<file path="src/wsa_pkg.sv">
package wsa_pkg;

    localparam int SAMPLE_W = 12;
    localparam int AVG_W    = 20;
    localparam int HELD_W   = 5;
    localparam int FRAC_W   = 8;

    typedef enum logic [1:0] {
        ST_IDLE,
        ST_UPDATE,
        ST_DIVIDE,
        ST_HOLD
    } wsa_state_t;

    typedef struct packed {
        logic capture;
        logic update;
        logic div_step;
        logic out_load;
    } wsa_cmd_t;

    typedef struct packed {
        logic div_last;
    } wsa_sts_t;

endpackage

</file>
<file path="src/wsa_ram.sv">
module wsa_ram
#(
    parameter int WIDTH = 12,
    parameter int DEPTH = 30
)
(
    input  logic                     clk,
    input  logic                     wr_en,
    input  logic [$clog2(DEPTH)-1:0] wr_addr,
    input  logic [WIDTH-1:0]         wr_data,
    input  logic                     rd_en,
    input  logic [$clog2(DEPTH)-1:0] rd_addr,
    output logic [WIDTH-1:0]         rd_data
);

    logic [WIDTH-1:0] mem [DEPTH];

    always_ff @(posedge clk)
    begin
        if (wr_en)
        begin
            mem[wr_addr] <= wr_data;
        end
        if (rd_en)
        begin
            rd_data <= mem[rd_addr];
        end
    end

endmodule

</file>
<file path="src/wsa_ctrl.sv">
module wsa_ctrl
    import wsa_pkg::*;
(
    input  logic     clk,
    input  logic     rst_n,
    input  logic     in_valid,
    output logic     in_stall,
    output logic     out_valid,
    input  logic     out_stall,
    output wsa_cmd_t cmd,
    input  wsa_sts_t sts
);

    wsa_state_t state_reg;
    wsa_state_t state_next;
    logic       out_valid_reg;
    logic       out_valid_next;
    logic       out_free;

    assign in_stall  = (state_reg != ST_IDLE);
    assign out_valid = out_valid_reg;
    // output register is free when empty or its beat is taken this cycle
    assign out_free  = !out_valid_reg || !out_stall;

    always_ff @(posedge clk or negedge rst_n)
    begin
        if (!rst_n)
        begin
            state_reg     <= ST_IDLE;
            out_valid_reg <= 1'b0;
        end
        else
        begin
            state_reg     <= state_next;
            out_valid_reg <= out_valid_next;
        end
    end

    always_comb
    begin
        state_next = state_reg;
        cmd        = '0;
        if (out_valid_reg && !out_stall)
        begin
            out_valid_next = 1'b0;
        end
        else
        begin
            out_valid_next = out_valid_reg;
        end
        unique case (state_reg)
            ST_IDLE:
            begin
                if (in_valid)
                begin
                    cmd.capture = 1'b1;
                    state_next  = ST_UPDATE;
                end
            end
            ST_UPDATE:
            begin
                cmd.update = 1'b1;
                state_next = ST_DIVIDE;
            end
            ST_DIVIDE:
            begin
                cmd.div_step = 1'b1;
                if (sts.div_last)
                begin
                    state_next = ST_HOLD;
                end
            end
            ST_HOLD:
            begin
                if (out_free)
                begin
                    cmd.out_load   = 1'b1;
                    out_valid_next = 1'b1;
                    state_next     = ST_IDLE;
                end
            end
            default:
            begin
                state_next = ST_IDLE;
            end
        endcase
    end

endmodule

</file>
<file path="src/wsa_dp.sv">
module wsa_dp
    import wsa_pkg::*;
#(
    parameter int WINDOW = 30
)
(
    input  logic                clk,
    input  logic                rst_n,
    input  logic [SAMPLE_W-1:0] adc_sample,
    output logic [AVG_W-1:0]    average_q8,
    output logic [HELD_W-1:0]   samples_held,
    input  wsa_cmd_t            cmd,
    output wsa_sts_t            sts
);

    localparam int SW = $clog2(WINDOW);
    localparam int HW = $clog2(WINDOW + 1);
    localparam int TW = $clog2(WINDOW * 4095 + 1);
    localparam int DW = TW + FRAC_W;
    localparam int CW = $clog2(DW + 1);

    logic [SW-1:0]       slot_reg;
    logic [SW-1:0]       slot_next;
    logic                filled_reg;
    logic                filled_next;
    logic [TW-1:0]       total_reg;
    logic [TW-1:0]       total_next;
    logic [SAMPLE_W-1:0] sample_reg;
    logic [SAMPLE_W-1:0] old_sample;
    logic [HW-1:0]       held_reg;
    logic [HW-1:0]       held_next;
    logic [HW-1:0]       rem_reg;
    logic [HW-1:0]       rem_next;
    logic [DW-1:0]       dvd_reg;
    logic [DW-1:0]       dvd_next;
    logic [CW-1:0]       cnt_reg;
    logic [AVG_W-1:0]    avg_reg;
    logic [HELD_W-1:0]   held_out_reg;
    logic                wrap;
    logic [HW:0]         trial;
    logic [HW+1:0]       diff;
    logic [HW+HELD_W-1:0] held_ext;

    wsa_ram #(
        .WIDTH (SAMPLE_W),
        .DEPTH (WINDOW)
    ) u_ring (
        .clk     (clk),
        .wr_en   (cmd.update),
        .wr_addr (slot_reg),
        .wr_data (sample_reg),
        .rd_en   (cmd.capture),
        .rd_addr (slot_reg),
        .rd_data (old_sample)
    );

    assign wrap        = (slot_reg == SW'(WINDOW - 1));
    assign slot_next   = wrap ? '0 : slot_reg + 1'b1;
    assign filled_next = filled_reg | wrap;
    // drop the oldest entry only once the ring has wrapped
    assign total_next  = total_reg
                         - (filled_reg ? TW'(old_sample) : '0)
                         + TW'(sample_reg);
    assign held_next   = filled_next ? HW'(WINDOW) : HW'(slot_reg) + 1'b1;

    // restoring divider, one quotient bit per cycle
    assign trial    = {rem_reg, dvd_reg[DW-1]};
    assign diff     = {1'b0, trial} - {2'b00, held_reg};
    assign rem_next = diff[HW+1] ? trial[HW-1:0] : diff[HW-1:0];
    assign dvd_next = {dvd_reg[DW-2:0], ~diff[HW+1]};

    assign held_ext     = {{HELD_W{1'b0}}, held_reg};
    assign sts.div_last = (cnt_reg == CW'(DW - 1));
    assign average_q8   = avg_reg;
    assign samples_held = held_out_reg;

    always_ff @(posedge clk or negedge rst_n)
    begin
        if (!rst_n)
        begin
            slot_reg   <= '0;
            filled_reg <= 1'b0;
            total_reg  <= '0;
        end
        else if (cmd.update)
        begin
            slot_reg   <= slot_next;
            filled_reg <= filled_next;
            total_reg  <= total_next;
        end
    end

    always_ff @(posedge clk)
    begin
        if (cmd.capture)
        begin
            sample_reg <= adc_sample;
        end
        if (cmd.update)
        begin
            dvd_reg  <= {total_next, {FRAC_W{1'b0}}};
            rem_reg  <= '0;
            held_reg <= held_next;
            cnt_reg  <= '0;
        end
        else if (cmd.div_step)
        begin
            dvd_reg <= dvd_next;
            rem_reg <= rem_next;
            cnt_reg <= cnt_reg + 1'b1;
        end
        if (cmd.out_load)
        begin
            avg_reg      <= dvd_reg[AVG_W-1:0];
            held_out_reg <= held_ext[HELD_W-1:0];
        end
    end

endmodule

</file>
<file path="src/windowed_sample_average_unit.sv">
// boxcar average over a ring of WINDOW samples, with partial fill before first wrap
// the input beat goes through the capture, update, divide and hold states, the divide
// state running the one-bit-per-cycle restoring divider, before the result beat is valid
// a new input beat waits until the previous result is loaded into the output register
// reset clears write slot, fill flag, running total and output valid; ring is not cleared
module windowed_sample_average_unit
    import wsa_pkg::*;
#(
    parameter int WINDOW = 30
)
(
    input  logic                clk,
    input  logic                rst_n,
    input  logic                in_valid,
    output logic                in_stall,
    input  logic [SAMPLE_W-1:0] adc_sample,
    output logic                out_valid,
    input  logic                out_stall,
    output logic [AVG_W-1:0]    average_q8,
    output logic [HELD_W-1:0]   samples_held
);

    wsa_cmd_t cmd;
    wsa_sts_t sts;

    wsa_ctrl u_ctrl (
        .clk       (clk),
        .rst_n     (rst_n),
        .in_valid  (in_valid),
        .in_stall  (in_stall),
        .out_valid (out_valid),
        .out_stall (out_stall),
        .cmd       (cmd),
        .sts       (sts)
    );

    wsa_dp #(
        .WINDOW (WINDOW)
    ) u_dp (
        .clk          (clk),
        .rst_n        (rst_n),
        .adc_sample   (adc_sample),
        .average_q8   (average_q8),
        .samples_held (samples_held),
        .cmd          (cmd),
        .sts          (sts)
    );

endmodule

</file>
<file path="config.mk">
export PLATFORM = sky130hd
export DESIGN_NAME = windowed_sample_average_unit
export DESIGN_NICKNAME = d
export VERILOG_FILES = /design/src/wsa_pkg.sv /design/src/wsa_ram.sv /design/src/wsa_ctrl.sv /design/src/wsa_dp.sv /design/src/windowed_sample_average_unit.sv
export SDC_FILE = /design/constraint.sdc
export NUM_CORES = 1
export LEC_CHECK = 0
export BUFFER_PORTS_ARGS = -buffer_cell sky130_fd_sc_hd__buf_4
export CAP_MARGIN = 20
export CORE_MARGIN = 5
export CORE_UTILIZATION = 61
export CTS_CLUSTER_SIZE = 8
export DETAILED_ROUTE_END_ITERATION = 8
export PLACE_DENSITY = 0.88
export SYNTH_ARGS = -nofsm -noshare
export SYNTH_HDL_FRONTEND = slang
export SYNTH_SLANG_ARGS = --single-unit
</file>
<file path="constraint.sdc">
create_clock -name clk -period 6.8 [get_ports clk]
set_clock_uncertainty 0.2 [all_clocks]
set_input_delay 0.68 -clock clk [delete_from_list [all_inputs] [get_ports clk]]
set_output_delay 0.68 -clock clk [all_outputs]
set_load 0.005 [all_outputs]
</file>
Word level (Yosys, flattened, before mapping)
Memories as Yosys holds them, arrays and structs flattened. A register that Yosys moved wholly into a read port is not among the register bits.
Index checks and enable logic that the tools add are counted.
{"block": "totals", "reg_bits": 103, "mem_bits_rw": 360, "input_bits": 16, "memories": 1}
{"memory": "u_dp.u_ring.mem", "depth": 30, "word_bits": 12, "rd": 1, "rd_ports_with_merged_regs": 1, "write_ports": 1, "line": "wsa_ram.sv:16", "text": "logic [WIDTH-1:0] mem [DEPTH];"}
{"block": "op_classes", "addsub": 5, "eq_ne": 8, "mux": 20, "n_bitwise": 2, "n_reduce_logical": 8}
{"cell": "two-way mux 25 bit", "count": 2}
{"cell": "adder 17 x 12 -> 17 bit", "count": 1}
{"cell": "subtractor 17 bit", "count": 1}
{"cell": "two-way mux 12 bit", "count": 1}
{"cell": "two-way mux 1 bit", "count": 11}
{"cell": "adder 5 x 1 -> 5 bit, second input constant", "count": 2}
{"cell": "equality test 5 bit, second input constant", "count": 2}
{"cell": "two-way mux 5 bit", "count": 2}
{"cell": "case mux 2 bit (4 select lines)", "count": 1}
{"cell": "subtractor 6 x 5 -> 7 bit", "count": 1}
{"cell": "two-way mux 2 bit", "count": 3}
{"cell": "equality test 2 bit, second input constant", "count": 2}
{"cell": "!= test 2 bit, second input constant", "count": 2}
{"cell": "nonzero test 2 bit", "count": 2}
{"cell": "AND reduction 3 bit", "count": 1}
{"cell": "equality test 2 x 1 -> 1 bit, second input constant", "count": 1}
{"cell": "zero test 1 bit", "count": 2}
{"cell": "zero test 2 bit", "count": 1}
{"cell": "!= test 2 x 1 -> 1 bit, second input constant", "count": 1}
{"cell": "logical AND 1 bit", "count": 1}
{"cell": "logical OR 1 bit", "count": 1}
{"cell": "inverter 1 bit", "count": 1}
{"cell": "OR 1 bit", "count": 1}

Depth between registers and ports, before layout
Gate-level depths: netlist of the first run.
{"block": "depth", "ltp_word": 5, "ltp_mapped": 13, "depth_no_buf": 12}

Modules after synthesis
Synthesis of the first run repeated with hierarchy kept, for this count alone.
{"block": "unflattened", "cells_unflattened": 1165, "hier_area_um2": 19859.0}
{"mod": "wsa_ram", "n_inst": 1, "cells_each": 676, "area_each_um2": 14523.9, "seq_area_each_um2": 11170.7}
{"mod": "wsa_dp", "n_inst": 1, "cells_each": 469, "area_each_um2": 5112.4, "seq_area_each_um2": 2707.6}
{"mod": "wsa_ctrl", "n_inst": 1, "cells_each": 20, "area_each_um2": 222.7, "seq_area_each_um2": 75.1}

Least setup slack after synthesis of the first run
No wires, ideal clock.
{"block": "synth_timing", "kind": "register -> register", "start": "reg u_dp.sample_reg[2]", "end": "reg u_dp.dvd_reg[24] (data pin)", "setup_time_ns": 0.152, "arrival_time_ns": 2.939, "t_required_ns": 6.448, "path_slack_ns": 3.508, "stages_incl_launch_ff": 11, "n_path_buf": 0, "synth_period_minus_slack_ns": 3.292, "path_cell_list": "edfxtp_1 > inv_1 > fa_1 > inv_1 > ha_1 > nor2b_1 > o31ai_1 > a32oi_1 > a31oi_1 > xnor3_1 > o21ai_0"}
{"block": "synth_between", "elab_chain_len": 2}
{"item": "from (decl)", "line": "wsa_dp.sv:28", "text": "logic [SAMPLE_W-1:0] sample_reg;"}
{"item": "from (signal assigned)", "line": "wsa_dp.sv:97", "text": "sample_reg <= adc_sample;"}
{"item": "adder 17 x 12 -> 17 bit", "line": "wsa_dp.sv:63", "text": "+ TW'(sample_reg);"}
{"item": "two-way mux 25 bit", "line": "wsa_dp.sv:99", "text": "if (cmd.update)"}
{"item": "to (signal assigned)", "line": "wsa_dp.sv:101", "text": "dvd_reg <= {total_next, {FRAC_W{1'b0}}};"}
{"item": "to (signal assigned)", "line": "wsa_dp.sv:108", "text": "dvd_reg <= dvd_next;"}
{"item": "to (decl)", "line": "wsa_dp.sv:34", "text": "logic [DW-1:0] dvd_reg;"}
No other way between the ends.
A chain may end at the register's enable or synchronous reset.

Final worst setup path of the first run
Ends and elaborated chain as after synthesis.

==> qor.csv, run 1 <==
metric;value;unit
post-route design area;22500;sq um
max-slew headroom at the worst pin;0.177;
post-placement cell area;20300;sq um
total number of vias;11462;
global placer's final weighted congestion;0.884;
number of endpoints failing setup at the final stage;0;
Total Neg Setup Slack;0;ns
Worst path slowest cell;edfxtp_1;
post-route antenna net violation count;0;
top cell types by occurrence after synthesis;edfxtp_1 (431), mux4_2 (84), inv_1 (71);
synthesis warning total;0;
net count after synthesis;1176;
Clock Pin Slew Worst Setup and Hold Paths;0.06;ns
die span in y;188;microns
Post-synth top flop;edfxtp_1;
maximum ir drop on the vdd rail;0.331;mV
ant diodes;0;
overall fraction of global-route tracks in use;0.278;
crit-path leading delay family;compound AO/OA/AOI/OAI gates;
cells taking the most area after synthesis;edfxtp_1 (67%), mux4_2 (9.8%), dfrtp_1 (3.4%);
Pre-Repair DR Iteration Count;9;
post-synthesis cell type count;53;
Gate Count Post-Synth;1114;
initial antenna violation count;0;
final core area utilization;0.714;
setup repair after global routing missed its margin;false;
result of the run;finished, violations left;
CP Launch Type;flop;
final WL;50.7;mm
cell count after placement;1547;
post-CTS setup buffer count;0;
number of input and output port buffers inserted;42;
fraction of synthesized cell area taken by the top area cell type;0.668;
cts bufs inserted;69;
first-pass GRT wire length;73.5;mm
CP endpoint kind;flop;
start-to-end type of the worst setup path;reg -> reg;
average instance area after synthesis;17.4;sq um
required time reported for the critical path endpoint;7.01;ns
final instance count without filler cells;1655;
setup ws final;2.49;ns
max frequency;232;MHz
final routed DRC violation total;3;
post-route clock period utilization;0.633;
placement row count;65;
flip-flop count of the largest register after layout;360;
Die Width;188;microns
transition time at the pin with the least slew margin;1.23;ns
detailed placement HPWL;26.5;mm
starting utilization of the core area;0.615;
final worst path period need;4.31;ns
die area;35400;sq um
CTS root buf;clkbuf_16;
setup slack at placement;2.88;ns
number of nets in the layout;1289;
Netlist Area Pre-Place;19400;sq um
initial drt markers;1986;
type of the most critical hold path;in -> reg;
critical path cell sequence;inv_1 -> fa_1 -> inv_1 -> ha_1 -> nor2b_1 -> o31ai_1 -> a32oi_1 -> a31oi_1 -> xnor3_1 -> o21ai_0;
largest stage delay on the critical path;1.04;ns
sequential element share of the synthesized area;0.721;
number of synthesized flops with an enable pin;431;
Final Max Tran Viols;0;
Buf/Inv on CP;2;
wire length per cell;30.6;microns
most frequent cell after synthesis;edfxtp_1;
share of cells above drive strength 1;0.211;
number of buffers on the longest clock path;3;
GRT overflow;0;
signal arrival time at the worst endpoint;4.52;ns
largest net degree at the start of global routing;68;
leakage;7.89;nW
ys async rst share;0.0547;
power density cells;471;nW/um^2
Post-CTS Resized;0;
highest fanout seen on the critical path;31;
area growth from synthesis to layout;16.1;%
cell taking the most area after synthesis;edfxtp_1;
io pins;43;
via count of the first global-routing pass;11602;
via/cell ratio;6.93;
hold violation count in the final report;0;
register bit total from synthesis;475;
clock latency of the later-clocked register in the worst-skew pair;0.58;ns
number of maximum-capacitance constraint violations;0;
clock sink total;475;
clock tree from TritonCTS;done;
placeable core region;31500;sq um
htree depth;3;
most used cell, CP;inv_1;
violations in the final reports;design-rule violations;
## cells in the final DEF (no fill, tap or decap), types with 4 or more instances in the layout
cell,n
fa_1,13
a211oi_1,4
and3_1,4
a22oi_1,37
dfxtp_1,18
nor2b_1,5
buf_4,76
a31oi_1,4
clkbuf_16,69
nand2_1,60
dfrtp_1,24
a21oi_1,28
buf_6,5
nand2b_1,4
mux2_2,5
nor2_1,65
nand3_1,9
xor2_1,8
o211ai_1,7
edfxtp_1,431
mux4_2,84
buf_16,7
a21o_1,5
nand4_1,15
mux2i_1,25
or3_1,4
inv_1,71
xnor2_1,12
ha_1,32
o21a_1,6
and2_1,19
clkbuf_1,20
o21ai_0,31
a22o_1,4
## path summary, 6_finish.rpt
kind	endpoint	slack [ns]	cells after the start	startpoint
max in group asynchronous	u_dp.slot_reg[0]	5.69	2	rst_n
setup / recovery	u_dp.dvd_reg[24]	2.49	10	u_dp.sample_reg[2]
setup reg to reg	u_dp.dvd_reg[24]	2.49	10	u_dp.sample_reg[2]
hold reg to reg	u_dp.average_q8[8]	0.25	0	u_dp.dvd_reg[8]
min in group asynchronous	u_ctrl.out_valid	0.38	2	rst_n
hold / removal	u_dp.sample_reg[4]	0.07	1	adc_sample[4]
## stage by stage
step / total power, mW / hold WS, ns
CTS: 10.4 / 0.0659
detailed placement: 7.12 / 0.240
finish: 10.6 / 0.0739
floorplan: 6.24 / 0.184
global placement: 6.99 / 0.233
global route: 11.0 / 0.0769
## worst reg2reg max path: stages, from the launching register on
cell and delay, ns:
edfxtp_1 1.04, inv_1 0.18, fa_1 0.60, inv_1 0.05, ha_1 0.34, nor2b_1 0.22
o31ai_1 0.44, a32oi_1 0.30, a31oi_1 0.37, xnor3_1 0.26, o21ai_0 0.15
## metal layers
layer / part of all wire / GRT usage / up-vias
met5: 0 / 0 / -
met4: 0.067 / 0.141 / 0
met3: 0.12 / 0.0650 / 257
met2: 0.48 / 0.456 / 1067
met1: 0.33 / 0.353 / 5599
li1: - / - / 4539
## cell type report
cell class	instances	area, sq um
sequential	475	14000
fill	1669	9000
multi-input combinational	521	4960
clock buffer	89	1800
timing repair buffer	89	830
tap	402	503
inverter	71	267
clock inverter	8	156
## power breakdown
group,switching [mW],leakage [nW],internal (mW)
Sequential,0.385,4.38,3.76
Clock,1.27,0.937,1.86
Combinational,1.95,2.57,1.36
Total,3.60,7.89,6.98
## cell families after synthesis
family / Yosys count / share of synthesized area
buffers and inverters: 118 / 0.0240
muxes: 115 / 0.114
adders and majority gates: 46 / 0.0348
and+or+nand+nor: 198 / 0.0480
xor gates and xnor gates: 21 / 0.0102
AOI/OAI and AO/OA: 141 / 0.0481
DFF: 475 / 0.721
## repair_timing
item,CTS,global route
hold buffers,1,0
setup endpoints to repair,0,0
endpoints found under the hold margin,26,0
Note: power is estimated with default switching activity, not from simulation.
==> run 2: changes to the inputs <==
--- a/config.mk
+++ b/config.mk
@@ -8,10 +8,10 @@
 export BUFFER_PORTS_ARGS = -buffer_cell sky130_fd_sc_hd__buf_4
 export CAP_MARGIN = 20
 export CORE_MARGIN = 5
-export CORE_UTILIZATION = 61
+export CORE_UTILIZATION = 56
 export CTS_CLUSTER_SIZE = 8
 export DETAILED_ROUTE_END_ITERATION = 8
-export PLACE_DENSITY = 0.88
+export PLACE_DENSITY = 0.85
 export SYNTH_ARGS = -nofsm -noshare
 export SYNTH_HDL_FRONTEND = slang
 export SYNTH_SLANG_ARGS = --single-unit
==> constraint.sdc (replaced) <==
create_clock -name clk -period 3.9 [get_ports clk]
set_clock_uncertainty 0.2 [all_clocks]
set_input_delay 0.39 -clock clk [delete_from_list [all_inputs] [get_ports clk]]
set_output_delay 0.39 -clock clk [all_outputs]
set_load 0.005 [all_outputs]
==> run 2 against run 1 <==
Effect of this change: the run now ends clean; clock power is 71% higher; core utilization is 5.5 points lower; cell count is 4.9% higher; setup slack worse by 2.1 ns; fmax is 22% higher; sequential power is 68% higher; register-to-register slack worse by 2.1 ns; wire length is 9.2% lower; via count is 3.2% lower; flip-flop and latch count stayed put; largest cell class unchanged; largest power group unchanged; highest routed layer unchanged.
==> qor.csv, run 2 (synthesis gave the netlist of run 1 again) <==
metric;value;unit;change
CP Launch Type;flop;;
tightest hold margin;0.0900;ns;+0.0161 ns
cts-stage hold buffer count;14;;+13
cts bufs inserted;69;;unchanged
overall fraction of global-route tracks in use;0.243;;-0.0358
placement row count;68;;+4.6%
post-CTS setup buffer count;0;;unchanged
crit-path leading delay family;compound AO/OA/AOI/OAI gates;;
signal arrival time at the worst endpoint;3.74;ns;-0.78 ns
footprint of the multi-input gates;4950;sq um;-0.10%
final WL;46.0;mm;-9.2%
post-route clock period utilization;0.905;;+0.272
via/cell ratio;6.39;;-7.7%
Post-CTS Resized;0;;unchanged
part of the total power dissipated in combinational logic;0.319;;+0.007
start-to-end type of the worst setup path;reg -> reg;;
power density cells;798;nW/um^2;+70%
required time reported for the critical path endpoint;4.11;ns;-2.90 ns
number of endpoints failing setup at the final stage;0;;unchanged
Clock Pin Slew Worst Setup and Hold Paths;0.05;ns;about the same
io pins;43;;unchanged
final worst path period need;3.53;ns;-0.775 ns
detailed placement HPWL;25.5;mm;-3.7%
most frequent standard cell in the layout excluding fill and tap cells;edfxtp_1;;
maximum ir drop on the vdd rail;0.831;mV;+150%
critical path cell sequence;and2_1 -> fa_1 -> inv_1 -> ha_1 -> nor2b_1 -> o31ai_1 -> a32oi_1 -> a31oi_1 -> xnor3_1 -> o21ai_0;;
transition time at the pin with the least slew margin;1.09;ns;-0.143 ns
initial antenna violation count;0;;unchanged
htree depth;3;;unchanged
final routed DRC violation total;0;;-3
Filler Cell Count;2134;;+28%
Worst path slowest cell;dfrtp_1;;
share of cells above drive strength 1;0.218;;+0.00710
CP endpoint kind;flop;;
hold violation count in the final report;0;;unchanged
type of the most critical hold path;in -> async;;
die area;38400;sq um;+8.4%
largest stage delay on the critical path;0.51;ns;-0.53 ns
leakage;7.97;nW;+1.1%
clock tree from TritonCTS;done;;
placeable core region;34400;sq um;+9.2%
max frequency;283;MHz;+22%
cell count along the critical path;10;;unchanged
ant diodes;0;;unchanged
starting utilization of the core area;0.563;;-0.0519
part of the total power dissipated in sequential elements;0.385;;-0.007
first-pass GRT wire length;70.0;mm;-4.8%
Buf/Inv on CP;1;;-1
result of the run;complete, no violations;;
total number of vias;11093;;-3.2%
Final Max Tran Viols;0;;unchanged
largest net degree at the start of global routing;87;;+28%
die span in y;196;microns;+4.1%
CTS root buf;clkbuf_16;;
leading cell types in the layout, fill and taps excluded;edfxtp_1 (431), buf_4 (97), mux4_2 (84);;
number of buffers on the longest clock path;3;;unchanged
clock latency of the later-clocked register in the worst-skew pair;0.58;ns;about the same
highest fanout seen on the critical path;14;;-55%
post-route antenna net violation count;0;;unchanged
area growth from synthesis to layout;17.0;%;
clock sink total;475;;unchanged
max-slew headroom at the worst pin;0.272;;+0.0954
GRT overflow;0;;unchanged
wire length per cell;26.5;microns;-13%
number of input and output port buffers inserted;42;;unchanged
flip-flop count of the largest register after layout;360;;unchanged
post-route design area;22700;sq um;+0.84%
initial drt markers;1226;;-38%
via count of the first global-routing pass;11427;;-1.5%
global placer's final weighted congestion;0.918;;+3.9%
post-placement cell area;20500;sq um;+1.3%
clock network fraction of total power;0.297;;about the same
number of nets in the layout;1318;;+2.2%
switching share of power;0.326;;-0.0139
Int Pwr;12.2;mW;+75%
total area of sequential cells;14000;sq um;unchanged
number of maximum-capacitance constraint violations;0;;unchanged
Pre-Repair DR Iteration Count;6;;-3
setup repair after global routing missed its margin;false;;
Die Width;196;microns;+4.1%
Total Neg Setup Slack;0;ns;unchanged
depth of the worst register-to-register path;10;;unchanged
net switching power of the design;5.90;mW;+64%
==> run 2: cell count changes in the layout (fill, tap and decap cells not counted), sizes merged <==
cell | previous run | this run
buf | 88 | 104
clkinv | 5 | 1
dlygate4sd3 | 1 | 14
inv | 73 | 76
==> run 2: power by group through the flow <==
stage | logic [mW] | registers [mW] | clock network [mW]
floorplan | 3.98 | 6.91 | 0
global placement | 5.39 | 6.97 | 0
detailed placement | 5.56 | 7.01 | 0
CTS | 5.69 | 6.95 | 5.42
global route | 6.22 | 7.01 | 5.69
finish | 5.76 | 6.96 | 5.36
==> run 2: worst paths after layout <==
kind	endpoint	from	slack, ns
max in group asynchronous	u_dp.slot_reg[0]	rst_n	3.10
max reg2reg	u_dp.dvd_reg[24]	u_dp.filled_reg	0.37
min	u_ctrl.state_reg[1]	rst_n	0.09
max	u_dp.dvd_reg[24]	u_dp.filled_reg	0.37
min reg2reg	u_dp.average_q8[13]	u_dp.dvd_reg[13]	0.25
min in group clk	u_dp.u_ring.rd_data[11]	in_valid	0.20
==> run 2: area by class of cell <==
cell class | instances | share of cell area
flip-flops and latches | 475 | 0.616
multi-input cells | 521 | 0.219
clock buffers | 89 | 0.0804
repair buffers | 118 | 0.0437
well taps | 455 | 0.0251
inverters | 71 | 0.0118
clock inverters | 7 | 0.00447
==> run 2: metrics by stage <==
step           worst slack (ns)  utilization  power, mW  cells
4_1_cts                   0.429        0.658       18.1   1732
3_3_place_gp              0.534        0.597       12.4   1621
2_1_floorplan             0.608            -       10.9   1114
5_1_grt                   0.194        0.659       18.9   1736
3_5_place_dp              0.442        0.598       12.6   1622
6_report                  0.370        0.659       18.1   1736
==> run 2: layer usage <==
layer | part of all wire | wire length, microns | vias up | global-route usage
met3 | 0.11 | 4970 | 182 | 0.0507
li1 | - | - | 4588 | -
met5 | 0 | 0 | - | 0
met2 | 0.50 | 22800 | 822 | 0.401
met1 | 0.34 | 15700 | 5501 | 0.313
met4 | 0.055 | 2530 | 0 | 0.112
